[config.mk]
export PLATFORM = sky130hd
export DESIGN_NAME = iia_ram
export DESIGN_NICKNAME = d
export VERILOG_FILES = /design/src/design/iia_ram.sv
export SDC_FILE = /design/constraint.sdc
export NUM_CORES = 2
export LEC_CHECK = 0
export BUFFER_PORTS_ARGS = -buffer_cell sky130_fd_sc_hd__buf_2
export CORE_MARGIN = 5
export CORE_UTILIZATION = 45
export CTS_CLUSTER_DIAMETER = 150
export DETAILED_ROUTE_END_ITERATION = 6
export PLACE_DENSITY = 0.71
export SLEW_MARGIN = 20
export SYNTH_ARGS = -nofsm -noshare
export SYNTH_HDL_FRONTEND = slang
export SYNTH_SLANG_ARGS = --single-unit
[constraint.sdc]
create_clock -name clock -period 2.8 [get_ports clock]
set_input_delay 0 -clock clock [delete_from_list [all_inputs] [get_ports clock]]
set_output_delay 0 -clock clock [all_outputs]
set_load 0.05 [all_outputs]
[src/design/iia_ram.sv]
// Generic single-port RAM with registered read.
module iia_ram #(
   parameter int Width = 8,
   parameter int Depth = 256
) (
   input  logic                     clock,
   input  logic                     we,
   input  logic [$clog2(Depth)-1:0] addr,
   input  logic [Width-1:0]         wdata,
   output logic [Width-1:0]         rdata
);
   logic [Width-1:0] mem [Depth];
   logic [Width-1:0] rdata_ff;

   always_ff @(posedge clock) begin
      if (we) begin
         mem[addr] <= wdata;
      end
      rdata_ff <= mem[addr];
   end

   assign rdata = rdata_ff;
endmodule

* Word-level counts from Yosys, hierarchy flattened
Memory sizes are Yosys's and may differ from the RTL's. A register that Yosys moved wholly into a read port is not among the register bits.
Cells that the tools add are included.
Widths: inputs -> output; s select.
** Word-level totals
- Memory bits (read-only) :: 0
- Output and inout port bits :: 8
- Bits in writable memories :: 2048
- Latch bits :: 0
- Register bits :: 0
- Memories kept :: 1
** Operators by class
- Multiply operators :: 0
- Order comparisons :: 0
- Eq/ne operators :: 0
- Divide/modulo/power cells :: 0
- Bitwise logic cells :: 0
- Multiplexer cells :: 2
- Add/subtract/negate cells :: 0
- Shifts and indexed selects :: 0
- Reduce and logical (&&, ||, !) cells :: 0
** Memory list
- mem :: depth 256, width 8, read ports 1, clocked after memory_dff 1, write ports 1, line 12 : logic [Width-1:0] mem [Depth];
** Operators by type and width (count)
- $mux 1 :: 2

* Longest topological paths before layout
- Depth after elaboration :: 2
- Depth in mapped cells :: 10
- Gate-level depth less buffers :: 5

* Worst setup path after synthesis
Ideal clock, no wire load.
- Path kind :: input to register
- From :: input addr[1]
- To :: memory mem[111][0] (enable)
- Arrival :: 1.849 ns
- Stages on the path :: 9
- Data required time :: 2.430 ns
- Setup slack :: 0.581 ns
- Cell sequence :: buf_2 -> clkbuf_1 -> clkbuf_1 -> nand2_1 -> buf_2 -> nor2_1 -> nand2_1 -> clkbuf_1 -> nor2_1
** RTL lines
- start, declared :: line 8 : input logic [$clog2(Depth)-1:0] addr,
- end, declared :: line 12
No word-level cell before the write port.

==> impl_results.md <==
- Gr ovfl total: 0
- Largest fanout on the critical path: 1
- Required @ worst endpoint: 3.48 ns
- Die X: approximately 430 µm
- Met1 GRT Util: between 20% and 30%
- Core Footprint: about 0.17 mm²
- Worst EP arrival: 3.34 ns
- Leakage power: 28.8 nW
- Post-DP HPWL: approximately 120 mm
- Worst setup EP type: flip-flop
- Post-CTS Setup Inserts: 0
- Drt drc: 0
- Final Slew Violations: 0
- Deepest clock path buffer count: 3
- GP Congestion: 0.850
- Highest clock rate: 376 MHz
- Most frequent cell after synthesis: edfxtp_1
- Synth top cells by count: edfxtp_1 (2,048), mux4_2 (512), a22oi_1 (256)
- Share of layout cells above drive strength 1: 31.6%
- Post-synth EDFFs: 2,048
- Synth top area cells: edfxtp_1 (78%), mux4_2 (15%), a22oi_1 (2.4%)
- Drt wl/cell: 28.8 µm
- Clock root cell: clkbuf_16
- Tightest Pin Transition: 1.03 ns
- Primary FF master, synth: edfxtp_1
- Syn Nets: 3,565
- CTS H-tree depth: 4
- DR vias/cell: 5.97
- Detailed Routing Iterations Pass 1: 5
- Place WS: -0.402 ns
- Post-synthesis sequential element count: 2,056
- Avg Cell Area, Syn: 22.1 µm²
- First-pass GRT wire length: approximately 280 mm
- Grt peak-use layer: met2
- Grt met2 use: 33.5%
- Outcome: finished clean
- Post-DRT Antenna Nets: 0
- # rows: 153
- Final period utilization: 95.0%
- Total track usage: 20.7%
- Clk Latency, worst-skew pair: 0.83 ns
- Worst-path clk slew: 0.07 ns
- Setup violators final: 0
- Share of the synthesized area in the top cell type: 78.3%
- Tmin final: 2.66 ns
- Synth Cell Area: between 0.07 and 0.08 mm²
- PortBufs: 25
- CTS tree: yes
- Total wire length: 189 mm
- Total number of vias: 39.1k
- Setup TNS: 0 ns
- Hold Fails Final Rpt: 0
- Die area: about 0.18 mm²
- Worst hold path type: in -> reg
- Startpoint Class: flip-flop
- Crit path setup slack, layout: between 0.1 and 0.15 ns
- DR iter-0 viols: 5,243
- RSZ-0062 raised after global routing: no
- Pin count of the biggest net entering global routing: around 110
- Synthesized instance count: about 3.5k
- Synth area leader: edfxtp_1
- Die height: 428 µm
- Library cells used by synthesis: 22
- Vias in the first global route: 39.4k
- Initial antenna violation count: 8
- Max-Slew Margin vs Limit: between 30% and 40%
- Worst r2r path cells: 6
- Worst vdd ir: 0.621 mV
- Pwr/cell area: 681 mW/mm²
- Post-layout nets: 4,094
- Fillers: about 13k
- Setup CP Type: reg -> reg
- Initial Utilization: 45.2%
- CTS Buf Count: approximately 190
- Met3 usage: under 10%
- I/O pin count: 26
- Post-synthesis async set-or-reset flop share: 0%
- CTS sink cnt: approximately 2k
- Hold path cells: 4
- Post-synthesis sequential area ratio: 78.6%
- Synth Warn #: 0
- Synth-to-Final Area Change: 16.6%
- Max-cap viol count: 0
- Final Skew: approximately 0.036 ns
[worst paths after layout]
check	startpoint	slack, ns	end
setup / recovery	mem[187][2]	0.14	rdata[2]
hold / removal	addr[2]	0.09	mem[197][3]
setup reg to reg	mem[187][2]	0.14	rdata[2]
hold reg to reg	mem[54][5]	1.01	rdata[5]
[kinds of logic after synthesis]
kind of cell | after synthesis | share of synthesized area [%]
flops | 2056 | 78.6
simple gates | 330 | 1.73
mux | 512 | 14.7
buf+inv | 233 | 1.40
compound gates | 416 | 3.62
[layout make-up]
type / instances / area (µm²) / area share, %
clock inverter: 117 / 1050 / 1.15
sequential: 2056 / 61700 / 67.4
clock buffer: 237 / 5040 / 5.51
inverter: 1 / 3.75 / 0.00410
tap: 2325 / 2910 / 3.18
antenna: 2 / 5.00 / 0.00547
multi-input combinational: 1258 / 15800 / 17.2
timing repair buffer: 565 / 5050 / 5.52
[critical path, stage by stage, from the launching register on]
cell and delay (ns):
edfxtp_1 0.36, mux4_2 0.47, a22oi_1 0.29, a21oi_1 0.20, o41ai_1 0.88, buf_4 0.25, nand4_1 0.07
[registers in the layout, indices dropped and copies added (netlist names)]
register,flops
rdata,8
mem,2048
[per-layer routing]
metal | part of all wire (%) | vias up
met3 | 10 | 306
met1 | 38 | 20500
met5 | 0.0069 | -
met4 | 2.9 | 2
li1 | - | 16200
met2 | 49 | 2171
[stage by stage]
stage	instances	power, mW	hold WS, ns	utilization, %	area [µm²]
floorplan	3547	36.2	0.0989	-	78500
global placement	6193	37.7	0.539	49.1	85300
detailed placement	6193	37.8	0.548	49.1	85300
CTS	6559	62.7	0.0290	52.7	91500
global route	6561	64.1	0.0660	52.7	91500
finish	6561	62.3	0.0902	52.7	91500
[layout by cell type, fill, tap and decap left out, drive strengths merged, types with 28 or more instances in the layout]
cell    count
clkinv     94
nor3       30
mux4      512
clkbuf    243
edfxtp   2048
buf       547
a21oi     128
a22oi     256
nand2      28
o41ai      32
nor2      232
[where the power goes]
group          internal (mW)  switching, mW  leakage, nW  total, mW
Combinational           1.20           1.96         7.31       3.16
Clock                   14.0           11.1         2.97       25.2
Sequential              33.9         0.0655         18.5       34.0
[timing repair]
action	CTS	global route
endpoints found under the setup margin	1	0
resized for setup	1	0
hold buffers	12	0
endpoints found under the hold margin	831	0
Power figures use the tool's default switching activity.
